$ cat config.mk
export PLATFORM = sky130hd
export DESIGN_NAME = log_token_bucket_limiter_top
export DESIGN_NICKNAME = d
export VERILOG_FILES = /design/src/rtl/ltb_pkg.sv /design/src/rtl/log_token_bucket_limiter_top.sv /design/src/rtl/ltb_div.sv
export SDC_FILE = /design/constraint.sdc
export NUM_CORES = 1
export LEC_CHECK = 0
export BUFFER_PORTS_ARGS = -buffer_cell sky130_fd_sc_hd__clkbuf_2
export CAP_MARGIN = 25
export CORE_MARGIN = 10
export CORE_UTILIZATION = 60
export DETAILED_ROUTE_END_ITERATION = 6
export PLACE_DENSITY = 0.83
export SETUP_SLACK_MARGIN = 0.1
export SYNTH_ARGS = -nofsm -noshare
export SYNTH_HDL_FRONTEND = slang
export SYNTH_HIERARCHICAL = 1
export SYNTH_SLANG_ARGS = --single-unit
export TNS_END_PERCENT = 10
$ cat constraint.sdc
create_clock -name clk -period 5.4 [get_ports clk]
set_input_delay 0.54 -clock clk [delete_from_list [all_inputs] [get_ports clk]]
set_output_delay 0.54 -clock clk [all_outputs]
set_load 0.02 [all_outputs]
$ cat src/rtl/ltb_pkg.sv
// Package for the log token bucket limiter: sequencer states, register indexes,
// reset values and the status struct of the divider. No dependencies.
`default_nettype none

package ltb_pkg;

  localparam int LEVEL_W = 3;
  localparam int TOKEN_W = 8;
  localparam int IVAL_W  = 16;
  localparam int SUPP_W  = 32;
  localparam int CFG_IDX_W  = 2;
  localparam int CFG_DATA_W = 16;

  localparam logic [CFG_IDX_W-1:0] REG_MIN_VERBOSITY   = 2'd0;
  localparam logic [CFG_IDX_W-1:0] REG_BURST_SIZE      = 2'd1;
  localparam logic [CFG_IDX_W-1:0] REG_REFILL_INTERVAL = 2'd2;

  localparam logic [LEVEL_W-1:0] MIN_VERBOSITY_RST   = 3'd2;
  localparam logic [TOKEN_W-1:0] BURST_SIZE_RST      = 8'd10;
  localparam logic [IVAL_W-1:0]  REFILL_INTERVAL_RST = 16'd1000;

  localparam logic [SUPP_W-1:0] SUPP_MAX = 32'hFFFF_FFFF;

  typedef enum logic [2:0] {
    ST_IDLE,
    ST_CHECK,
    ST_DIV,
    ST_UPDATE,
    ST_FINISH,
    ST_OUT
  } ltb_state_t;

  typedef struct packed {
    logic busy;
    logic done;
  } ltb_div_stat_t;

endpackage

`default_nettype wire

$ cat src/rtl/log_token_bucket_limiter_top.sv
// Log event token bucket limiter: top level with the sequencer, bucket state and
// configuration registers. Depends on ltb_pkg and ltb_div.
//
// Usage: an event transaction carries now_ms and level on the input channel
// (in_valid, in_stall); one result transaction (pass, level_filtered,
// suppressed_before) leaves on the output channel (out_valid, out_stall) for
// every event. The block handles one event at a time and holds in_stall high
// from acceptance until its result has been taken.
// Sequence: an event dropped by the level filter goes from the check state to the
// output state; an event whose time is past the stored time runs the bit-serial
// divider, one time bit per cycle, then the update and finish states. Other events
// go from the check state through the finish state to the output state.
// While out_stall is high the result holds steady and no new event is taken.
// Reset (synchronous, active high) restores the register defaults (verbosity 2,
// burst 10, interval 1000 ms), empties the bucket, clears the suppressed count
// and marks the stored time as not yet started. Configuration writes through
// cfg_we, cfg_index and cfg_data take effect at once and belong only to idle
// periods; index 3 is ignored and an interval of zero acts as one.
`default_nettype none

module log_token_bucket_limiter_top #(
  parameter int TIME_BITS = 48
) (
  input  wire logic                          clk,
  input  wire logic                          rst,
  input  wire logic                          cfg_we,
  input  wire logic [ltb_pkg::CFG_IDX_W-1:0] cfg_index,
  input  wire logic [ltb_pkg::CFG_DATA_W-1:0] cfg_data,
  input  wire logic                          in_valid,
  output logic                               in_stall,
  input  wire logic [TIME_BITS-1:0]          now_ms,
  input  wire logic [ltb_pkg::LEVEL_W-1:0]   level,
  output logic                               out_valid,
  input  wire logic                          out_stall,
  output logic                               pass,
  output logic                               level_filtered,
  output logic [ltb_pkg::SUPP_W-1:0]         suppressed_before
);
  import ltb_pkg::*;

  ltb_state_t state;
  ltb_state_t state_next;

  logic [LEVEL_W-1:0]  min_verbosity;
  logic [TOKEN_W-1:0]  burst_size;
  logic [IVAL_W-1:0]   refill_interval;

  logic [TIME_BITS-1:0] last_refill_ms;
  logic [TOKEN_W-1:0]   token_count;
  logic [SUPP_W-1:0]    suppressed_count;

  logic [TIME_BITS-1:0] now_q;
  logic [LEVEL_W-1:0]   level_q;

  logic [TIME_BITS:0]   elapsed;
  logic                 time_advanced;
  logic                 filtered;
  logic                 div_start;
  logic [IVAL_W-1:0]    ival;
  logic [TOKEN_W:0]     token_sum;
  logic                 gain_large;

  ltb_div_stat_t        div_stat;
  logic [TIME_BITS-1:0] quotient;
  logic [IVAL_W-1:0]    remainder;

  always_comb begin
    elapsed       = {1'b0, now_q} - {1'b0, last_refill_ms};
    time_advanced = !elapsed[TIME_BITS] && (elapsed[TIME_BITS-1:0] != '0);
    filtered      = level_q > min_verbosity;
    ival          = (refill_interval == '0) ? IVAL_W'(1) : refill_interval;
    token_sum     = {1'b0, token_count} + {1'b0, quotient[TOKEN_W-1:0]};
    gain_large    = |quotient[TIME_BITS-1:TOKEN_W];
  end

  ltb_div #(
    .W (TIME_BITS)
  ) u_div (
    .clk       (clk),
    .rst       (rst),
    .start     (div_start),
    .dividend  (elapsed[TIME_BITS-1:0]),
    .divisor   (ival),
    .stat      (div_stat),
    .quotient  (quotient),
    .remainder (remainder)
  );

  always_ff @(posedge clk) begin
    if (rst) begin
      state <= ST_IDLE;
    end else begin
      state <= state_next;
    end
  end

  always_comb begin
    state_next = state;
    div_start  = 1'b0;
    in_stall   = 1'b1;
    out_valid  = 1'b0;
    case (state)
      ST_IDLE: begin
        in_stall = 1'b0;
        if (in_valid) begin
          state_next = ST_CHECK;
        end
      end
      ST_CHECK: begin
        if (filtered) begin
          state_next = ST_OUT;
        end else if (last_refill_ms == '0 || !time_advanced) begin
          state_next = ST_FINISH;
        end else begin
          div_start  = 1'b1;
          state_next = ST_DIV;
        end
      end
      ST_DIV: begin
        if (div_stat.done) begin
          state_next = ST_UPDATE;
        end
      end
      ST_UPDATE: state_next = ST_FINISH;
      ST_FINISH: state_next = ST_OUT;
      ST_OUT: begin
        out_valid = 1'b1;
        if (!out_stall) begin
          state_next = ST_IDLE;
        end
      end
      default: state_next = ST_IDLE;
    endcase
  end

  always_ff @(posedge clk) begin
    if (rst) begin
      min_verbosity   <= MIN_VERBOSITY_RST;
      burst_size      <= BURST_SIZE_RST;
      refill_interval <= REFILL_INTERVAL_RST;
    end else if (cfg_we) begin
      case (cfg_index)
        REG_MIN_VERBOSITY:   min_verbosity   <= cfg_data[LEVEL_W-1:0];
        REG_BURST_SIZE:      burst_size      <= cfg_data[TOKEN_W-1:0];
        REG_REFILL_INTERVAL: refill_interval <= cfg_data[IVAL_W-1:0];
        default: ;
      endcase
    end
  end

  always_ff @(posedge clk) begin
    if (rst) begin
      last_refill_ms   <= '0;
      token_count      <= '0;
      suppressed_count <= '0;
    end else begin
      case (state)
        ST_CHECK: begin
          if (!filtered && last_refill_ms == '0) begin
            last_refill_ms <= now_q;
            token_count    <= burst_size;
          end
        end
        ST_UPDATE: begin
          if (quotient != '0) begin
            last_refill_ms <= now_q - TIME_BITS'(remainder);
            if (gain_large || token_sum >= {1'b0, burst_size}) begin
              token_count <= burst_size;
            end else begin
              token_count <= token_sum[TOKEN_W-1:0];
            end
          end
        end
        ST_FINISH: begin
          if (token_count == '0) begin
            if (suppressed_count != SUPP_MAX) begin
              suppressed_count <= suppressed_count + SUPP_W'(1);
            end
          end else begin
            token_count      <= token_count - TOKEN_W'(1);
            suppressed_count <= '0;
          end
        end
        default: ;
      endcase
    end
  end

  always_ff @(posedge clk) begin
    if (state == ST_IDLE && in_valid) begin
      now_q   <= now_ms;
      level_q <= level;
    end
    if (state == ST_CHECK && filtered) begin
      pass              <= 1'b0;
      level_filtered    <= 1'b1;
      suppressed_before <= '0;
    end
    if (state == ST_FINISH) begin
      level_filtered <= 1'b0;
      if (token_count == '0) begin
        pass              <= 1'b0;
        suppressed_before <= '0;
      end else begin
        pass              <= 1'b1;
        suppressed_before <= suppressed_count;
      end
    end
  end

endmodule

`default_nettype wire

$ cat src/rtl/ltb_div.sv
// Bit-serial restoring divider: a W-bit dividend by a 16-bit divisor, one bit per cycle.
// Depends on ltb_pkg for widths and the status struct.
`default_nettype none

module ltb_div #(
  parameter int W = 48
) (
  input  wire logic                     clk,
  input  wire logic                     rst,
  input  wire logic                     start,
  input  wire logic [W-1:0]             dividend,
  input  wire logic [ltb_pkg::IVAL_W-1:0] divisor,
  output ltb_pkg::ltb_div_stat_t        stat,
  output logic [W-1:0]                  quotient,
  output logic [ltb_pkg::IVAL_W-1:0]    remainder
);
  import ltb_pkg::*;

  localparam int CW = $clog2(W + 1);

  logic [W-1:0]      dvd;
  logic [IVAL_W-1:0] rem;
  logic [CW-1:0]     cnt;
  logic              busy;
  logic              done;

  logic [IVAL_W:0]   shifted;
  logic [IVAL_W:0]   diff;
  logic              ge;

  always_comb begin
    shifted = {rem, dvd[W-1]};
    diff    = shifted - {1'b0, divisor};
    ge      = shifted >= {1'b0, divisor};
  end

  always_ff @(posedge clk) begin
    if (rst) begin
      busy <= 1'b0;
      done <= 1'b0;
      cnt  <= '0;
    end else begin
      done <= 1'b0;
      if (start) begin
        busy <= 1'b1;
        cnt  <= CW'(W);
      end else if (busy) begin
        cnt <= cnt - CW'(1);
        if (cnt == CW'(1)) begin
          busy <= 1'b0;
          done <= 1'b1;
        end
      end
    end
  end

  always_ff @(posedge clk) begin
    if (start) begin
      dvd <= dividend;
      rem <= '0;
    end else if (busy) begin
      dvd <= {dvd[W-2:0], ge};
      rem <= ge ? diff[IVAL_W-1:0] : shifted[IVAL_W-1:0];
    end
  end

  assign stat.busy = busy;
  assign stat.done = done;
  assign quotient  = dvd;
  assign remainder = rem;

endmodule

`default_nettype wire

==> results of run 1 <==
## cell usage in the layout, fill, tap and decap left out, drive strengths merged, types with 5 or more instances in the layout
master,n
o211ai,12
nand4,28
clkinv,6
nor2,188
nand3b,12
nor2b,16
dfxtp,143
and2,10
a31oi,8
inv,137
mux2i,25
o21a,9
buf,12
o21ai,86
nand3,28
a21boi,5
a221oi,9
a21oi,125
a21o,23
nand2b,15
ha,103
or3,29
nor4,39
nor4b,8
or2,5
a311oi,5
nand2,152
xor2,51
edfxtp,132
clkbuf,147
a211oi,62
nor3,45
o31ai,11
o21bai,16
or4,5
xnor2,69
and3,46
a31o,6
mux2,49
nor3b,6
## stage by stage
| step | area (sq um) | hold WS [ps] | power (W) | instances | worst slack (ps) |
|---|---|---|---|---|---|
| 2_1_floorplan | 16830 | 436.4 | 0.006825 | 1864 | 369.9 |
| 4_1_cts | 18550 | 138.6 | 0.01009 | 2319 | 377.4 |
| 6_report | 18580 | 154.6 | 0.01016 | 2320 | 501.4 |
| 3_3_place_gp | 17580 | 452.1 | 0.007884 | 2265 | 577.8 |
| 5_1_grt | 18580 | 145.8 | 0.01083 | 2320 | 147.5 |
| 3_5_place_dp | 17580 | 459.5 | 0.008009 | 2265 | 381.2 |
## flip-flops by register name, summed over array words and instances, names as in the netlist, 6 cells and up
| signal | count |
|---|---|
| u_div/cnt | 6 |
| refill_interval | 16 |
| u_div/remainder | 16 |
| burst_size | 8 |
| last_refill_ms | 48 |
| u_div/quotient | 48 |
| now_q | 48 |
| suppressed_before | 32 |
| suppressed_count | 32 |
| token_count | 8 |
## worst max path at each step
stage	start	end	slack [ps]	cells after the start
after floorplan	now_q[26]	u_div/quotient[0]	370	17
after global placement	now_q[26]	u_div/quotient[40]	580	16
after detailed placement	now_q[26]	u_div/quotient[21]	380	16
after CTS	now_q[26]	u_div/quotient[44]	380	16
after global routing	now_q[10]	u_div/remainder[14]	150	18
final	now_q[26]	u_div/quotient[19]	500	15
## metal layers
metal  share of wire (%)  track usage (%)  wire [um]
met5                   0                0          0
met4                 2.7            6.123       1090
met3                 6.7            3.617       2700
met2                  46            36.24      18630
met1                  45            29.46      18050
## power groups by stage
stage               Clock, W  Combinational, W  Sequential [W]
CTS                  0.00207           0.00488         0.00314
detailed placement         0           0.00483         0.00318
finish               0.00204           0.00498         0.00314
global placement           0           0.00472         0.00316
floorplan                  0           0.00368         0.00314
global route         0.00214           0.00550         0.00320
## critical path, delay by kind of cell, from the launching register on
family,cells,cell delay (ps)
adder cells (fa/ha/maj),1,440
multiplexers,1,390
buffers and inverters,1,300
AND/OR/NAND/NOR,4,660
flip-flops,1,490
AO/OA/AOI/OAI,8,2290
## final cells by class
type	count	area [sq um]	share of cell area, %
inverter	136	510.5	2.747
tap	378	473.0	2.545
multi-input combinational	1357	9121	49.08
clock inverter	15	192.7	1.037
clock buffer	39	783.3	4.215
timing repair buffer	120	676.9	3.642
sequential	275	6827	36.73
==> results_tabular.tex, run 1 <==
\begin{tabular}{lr}
\hline
Metric & Value \\
\hline
\multicolumn{2}{l}{\textbf{Status}} \\
Outcome & completed \\
\multicolumn{2}{l}{\textbf{Critical path}} \\
CP startpoint kind & flop \\
Worst flop-to-flop path startpoint & now\_q[26] \\
Worst r2r dst & u\_div/quotient[19] \\
Register-to-register setup slack & 500 ps \\
Worst setup EP type & flop \\
Worst stage delay on the critical path & 490 ps \\
CP Class & reg2reg \\
Depth of the worst register-to-register path & 15 \\
Arrival time worst endpoint & 5200 ps \\
Required time of the worst setup path & 5700 ps \\
Cell with the biggest individual delay on the critical path & sky130\_fd\_sc\_hd\_\_edfxtp\_1 \\
Critical-path cell list & ha\_1 -> a21o\_1 -> o21ba\_2 -> o221a\_2 -> a21bo\_2 -> a31o\_2 -> a41oi\_1 -> nor3\_1 -> a211oi\_1 -> nor4\_1 -> and4\_1 -> a211oi\_1 -> and2\_2 -> buf\_12 -> mux2\_2 \\
Maximum fanout count along the critical path & 70 \\
Cell type with the highest occurrence count on the critical path & sky130\_fd\_sc\_hd\_\_a211oi\_1 \\
\multicolumn{2}{l}{\textbf{Drt}} \\
DRC violation total after the first TritonRoute iteration & 1542 \\
Drt wl/cell & 17.45 um \\
Iteration count of the initial detailed-routing pass & 6 \\
Total Wirelength & 40480 um \\
Ratio of routed vias to standard cells & 6.030 \\
DRC errors left & 0 \\
Remaining antenna violation count & 0 \\
Number of vias in the routed layout & 13990 \\
\multicolumn{2}{l}{\textbf{Timing}} \\
Hold Vio Cnt, Final & 0 \\
Final-report setup violation count & 0 \\
Share of the clock period used by the worst path & 90.71\% \\
Transition time of the tightest slew-check pin & 965.4 ps \\
Worst Skew & 14.57 ps \\
Setup repair after global routing missed its margin & false \\
Peak clock frequency supported by timing & 0.2041 GHz \\
Shortest period the worst path allows & 4899 ps \\
Worst max-slew margin expressed relative to the limit & 35.64\% \\
Number of slew-limit violations in the final report & 0 \\
Final sum of negative setup slack & 0 ps \\
\multicolumn{2}{l}{\textbf{Worst hold path}} \\
Hold Path Sink & now\_q[45] \\
Worst min-delay path startpoint & now\_ms[45] \\
Hold Path Cell Cnt & 1 \\
Worst hold path type & in2reg \\
\multicolumn{2}{l}{\textbf{Pwr}} \\
Share of total power consumed by net switching & 42.13\% \\
Power density of the placed cells & 546.6 nW/um\^{}2 \\
VDD IR max & 332.2 uV \\
Proportion of power drawn by the clock network & 20.1\% \\
Seq pwr share & 30.9\% \\
Leakage & 7.215 nW \\
Power Internal & 0.005879 W \\
Logic pwr share & 49.0\% \\
Net load switching power & 0.004280 W \\
\multicolumn{2}{l}{\textbf{Clock tree}} \\
Total clock buffers created by CTS & 29 \\
Number of resized instances in the post-cts repair step & 0 \\
Number of buffers added for setup after CTS & 0 \\
Clock buffer depth & 3 \\
Latest clock arrival within the worst-skew pair & 560 ps \\
Library cell used as clock root buffer & sky130\_fd\_sc\_hd\_\_clkbuf\_16 \\
Clock transition at the registers of the reported paths & 60 ps \\
CTS Hold Bufs & 0 \\
CTS sink cnt & 275 \\
Count of H-tree levels built during CTS & 1 \\
TritonCTS clock tree & yes \\
\multicolumn{2}{l}{\textbf{Cells and area}} \\
Nets & 2100 \\
Layout cell share with drive strength beyond 1 & 12.77\% \\
Total of fill cells in the finished design & 2141 \\
Post-layout util & 67.08\% \\
Count of inserted antenna diode cells & 0 \\
Area Growth Syn to Fin & 10.44\% \\
\multicolumn{2}{l}{\textbf{Global route}} \\
Aggregate global routing overflow & 0 \\
Global-route wire length before repair & 66520 um \\
Largest net degree at the start of global routing & 71 \\
Vias in the first global route & 13340 \\
Antenna violations before repair & 0 \\
Overall Global Routing Usage & 22.07\% \\
\multicolumn{2}{l}{\textbf{Floorplanning}} \\
Horizontal die dimension & 187.5 um \\
Height of the die & 187.5 um \\
Initial core utilization & 60.74\% \\
Die ar. & 35150 sq um \\
Core region area & 27710 sq um \\
Std cell rows & 61 \\
Top-level port count & 110 \\
\multicolumn{2}{l}{\textbf{Logic synthesis}} \\
Average instance area after synthesis & 9.028 sq um \\
Synthesized netlist net count & 2045 \\
Synthesized netlist cell count & 1864 \\
Synthesized area & 16830 sq um \\
Syn. warnings & 6 \\
\multicolumn{2}{l}{\textbf{Placement}} \\
\# port buffers & 109 \\
Weighted congestion reported at the end of routability-driven placement & 0.9841 \\
HPWL after detailed placement & 29830 um \\
\multicolumn{2}{l}{\textbf{Flow run}} \\
Reported max-cap violation count & 0 \\
\hline
\end{tabular}
No activity file was read; power rests on OpenSTA's default activity.
==> inputs of run 2 (changes only) <==
ABC_AREA = 1   (was default)
RECOVER_POWER = 25   (was default)
==> run 2 against run 1 <==
Effect of this change: the run now ends with DRC, capacitance limit, slew limit left; utilization decreased by 0.28 points; first-iteration DRC count increased by 22%; total power increased by 19%; worst setup slack improved by 750 ps; worst hold slack got worse by 24 ps; via count increased by 32%; global-route usage increased by 3.4 points; critical endpoint is now u_div/quotient[35]; sequential share of layout area decreased by 4.4 points; routed wire length increased by 28%; highest routed layer unchanged; clock-buffer cell count increased by 6; critical path type unchanged; maximum frequency increased by 18%.
==> results_tabular.tex, run 2 <==
\begin{tabular}{lr}
\hline
Metric & Value \\
\hline
\multicolumn{2}{l}{\textbf{Floorplanning}} \\
Initial core utilization & 61.04\% (+0.30 points) \\
Horizontal die dimension & 199.4 um (+6.4\%) \\
Std cell rows & 65 (+6.6\%) \\
Height of the die & 199.4 um (+6.4\%) \\
Die ar. & 39760 sq um (+13\%) \\
Core region area & 31640 sq um (+14\%) \\
Top-level port count & 110 (unchanged) \\
\multicolumn{2}{l}{\textbf{Pwr}} \\
Final Total Pwr & 0.01213 W (+19\%) \\
Power density of the placed cells & 574.0 nW/um\^{}2 (+5.0\%) \\
VDD IR max & 326.1 uV (-1.8\%) \\
Leakage & 9.864 nW (+37\%) \\
\multicolumn{2}{l}{\textbf{Clock tree}} \\
CTS Hold Bufs & 0 (unchanged) \\
Library cell used as clock root buffer & sky130\_fd\_sc\_hd\_\_clkbuf\_16 \\
Clock transition at the registers of the reported paths & 60 ps (about the same) \\
Count of H-tree levels built during CTS & 1 (unchanged) \\
CTS sink cnt & 275 (unchanged) \\
Clock buffer depth & 3 (unchanged) \\
Total clock buffers created by CTS & 30 (+3.4\%) \\
Number of buffers added for setup after CTS & 0 (unchanged) \\
Number of resized instances in the post-cts repair step & 0 (unchanged) \\
Latest clock arrival within the worst-skew pair & 580 ps (+20 ps) \\
TritonCTS clock tree & yes \\
\multicolumn{2}{l}{\textbf{Drt}} \\
Total Wirelength & 51860 um (+28\%) \\
DRC errors left & 1 (+1) \\
DRC violation total after the first TritonRoute iteration & 1882 (+22\%) \\
Number of vias in the routed layout & 18400 (+32\%) \\
Drt wl/cell & 15.57 um (-11\%) \\
Remaining antenna violation count & 0 (unchanged) \\
Iteration count of the initial detailed-routing pass & 7 (+1) \\
Ratio of routed vias to standard cells & 5.526 (-8.4\%) \\
\multicolumn{2}{l}{\textbf{Critical path}} \\
Worst setup EP type & flop \\
Maximum fanout count along the critical path & 36 (-49\%) \\
CP Class & reg2reg \\
Arrival time worst endpoint & 4480 ps (-720 ps) \\
CP startpoint kind & flop \\
Required time of the worst setup path & 5730 ps (+30 ps) \\
\multicolumn{2}{l}{\textbf{Placement}} \\
HPWL after detailed placement & 41270 um (+38\%) \\
Setup Slack @ Placement & 1350 ps (+968.8 ps) \\
Placed cell area & 20180 sq um (+15\%) \\
Weighted congestion reported at the end of routability-driven placement & 1.007 (+2.4\%) \\
\# port buffers & 109 (unchanged) \\
\multicolumn{2}{l}{\textbf{Timing}} \\
Shortest period the worst path allows & 4150 ps (-748.8 ps) \\
Peak clock frequency supported by timing & 0.2410 GHz (+18\%) \\
Share of the clock period used by the worst path & 76.85\% (-14 points) \\
Post-layout worst setup margin & 1250 ps (+748.8 ps) \\
Worst hold-check slack & 131.1 ps (-23.56 ps) \\
Number of slew-limit violations in the final report & 96 (+96) \\
Worst Skew & 23.14 ps (+8.570 ps) \\
Final-report setup violation count & 0 (unchanged) \\
Final sum of negative setup slack & 0 ps (unchanged) \\
Hold Vio Cnt, Final & 0 (unchanged) \\
Transition time of the tightest slew-check pin & 2811 ps (+1846 ps) \\
Setup repair after global routing missed its margin & false \\
Worst max-slew margin expressed relative to the limit & -87.40\% (-120 points) \\
\multicolumn{2}{l}{\textbf{Global route}} \\
Overall Global Routing Usage & 25.44\% (+3.4 points) \\
Vias in the first global route & 17100 (+28\%) \\
Largest net degree at the start of global routing & 69 (-2.8\%) \\
Antenna violations before repair & 0 (unchanged) \\
Global-route wire length before repair & 83170 um (+25\%) \\
Aggregate global routing overflow & 0 (unchanged) \\
\multicolumn{2}{l}{\textbf{Logic synthesis}} \\
Syn. warnings & 6 (unchanged) \\
Synthesized netlist net count & 2997 (+47\%) \\
Average instance area after synthesis & 6.857 sq um (-24\%) \\
Synthesized netlist cell count & 2816 (+51\%) \\
Synthesized area & 19310 sq um (+15\%) \\
\multicolumn{2}{l}{\textbf{Cells and area}} \\
Leading cell types in the layout, fill and taps excluded & 791 x sky130\_fd\_sc\_hd\_\_nand2\_1, 483 x sky130\_fd\_sc\_hd\_\_inv\_1, 284 x sky130\_fd\_sc\_hd\_\_nor2\_1 \\
Post-Layout Inst Area & 21130 sq um (+14\%) \\
Nets & 3085 (+47\%) \\
Total of fill cells in the finished design & 2767 (+29\%) \\
Most frequent standard cell in the layout excluding fill and tap cells & sky130\_fd\_sc\_hd\_\_nand2\_1 \\
Area Growth Syn to Fin & 9.434\% \\
Count of inserted antenna diode cells & 0 (unchanged) \\
Layout cell share with drive strength beyond 1 & 8.846\% (-3.9 points) \\
\multicolumn{2}{l}{\textbf{Flow run}} \\
Reported max-cap violation count & 2 (+2) \\
\multicolumn{2}{l}{\textbf{Worst hold path}} \\
Worst hold path type & in2reg \\
\multicolumn{2}{l}{\textbf{Status}} \\
Failing checks & DRC, capacitance limit, slew limit \\
Outcome & complete, but fails checks \\
\hline
\end{tabular}
run 2: changes by cell type in the layout (fill, tap and decap cells not counted), moves of 36 or more:
| cell | delta |
|---|---|
| sky130_fd_sc_hd__nand2_1 | +639 |
| sky130_fd_sc_hd__and3_1 | -43 |
| sky130_fd_sc_hd__nand3_1 | +114 |
| sky130_fd_sc_hd__clkbuf_1 | +36 |
| sky130_fd_sc_hd__nor2_1 | +99 |
| sky130_fd_sc_hd__a21oi_1 | +41 |
| sky130_fd_sc_hd__xnor2_1 | -38 |
| sky130_fd_sc_hd__inv_1 | +347 |
| sky130_fd_sc_hd__mux2_2 | -48 |
| sky130_fd_sc_hd__a211oi_1 | -45 |
run 2: per-stage QoR:
stage,cells,utilization [%]
2_1_floorplan,2816,-
3_5_place_dp,3274,63.79
5_1_grt,3330,66.79
3_3_place_gp,3274,63.79
4_1_cts,3330,66.96
6_report,3330,66.79
run 2: layout make-up:
| cell class | instances | area (sq um) | share of cell area [%] |
|---|---|---|---|
| clock inverter | 11 | 117.6 | 0.5566 |
| multi-input combinational | 1968 | 10300 | 48.72 |
| clock buffer | 45 | 887.1 | 4.198 |
| sequential | 275 | 6827 | 32.31 |
| timing repair buffer | 123 | 601.8 | 2.848 |
| inverter | 506 | 1899 | 8.988 |
| tap | 402 | 503.0 | 2.380 |
run 2: per-layer routing:
layer,GRT usage (%),vias up,share of wire (%)
li1,-,9164,-
met1,33.89,8394,44
met4,9.002,0,3.4
met3,2.960,113,7.0
met5,0,-,0
met2,41.85,729,46
run 2: final timing paths:
check | startpoint | end | slack, ps | depth (start not counted)
min | level[0] | level_q[0] | 130 | 1
max | now_q[16] | u_div/quotient[35] | 1250 | 20
min reg2reg | min_verbosity[2] | min_verbosity[2] | 470 | 2
max reg2reg | now_q[16] | u_div/quotient[35] | 1250 | 20
run 2: power by group:
part | switching (W) | internal (W)
clock network | 0.000861 | 0.00119
logic | 0.00451 | 0.00219
registers | 0.000443 | 0.00294
total | 0.00581 | 0.00632
run 2: critical path: stages (launching register included):
cell,delay [ps]
sky130_fd_sc_hd__edfxtp_1,530
sky130_fd_sc_hd__ha_1,450
sky130_fd_sc_hd__nand2_1,190
sky130_fd_sc_hd__nor2_1,200
sky130_fd_sc_hd__nand2_1,120
sky130_fd_sc_hd__nor2_1,100
sky130_fd_sc_hd__nand2_1,70
sky130_fd_sc_hd__nand3_1,160
sky130_fd_sc_hd__nand2_1,70
sky130_fd_sc_hd__nand2_1,70
sky130_fd_sc_hd__xor2_1,300
sky130_fd_sc_hd__nor2_1,70
sky130_fd_sc_hd__nand3_1,90
sky130_fd_sc_hd__nor2_1,50
sky130_fd_sc_hd__nand2_1,120
sky130_fd_sc_hd__nand3_1,130
sky130_fd_sc_hd__inv_1,140
sky130_fd_sc_hd__clkinv_1,420
sky130_fd_sc_hd__buf_4,420
sky130_fd_sc_hd__nand2_1,120
sky130_fd_sc_hd__nand2_1,70
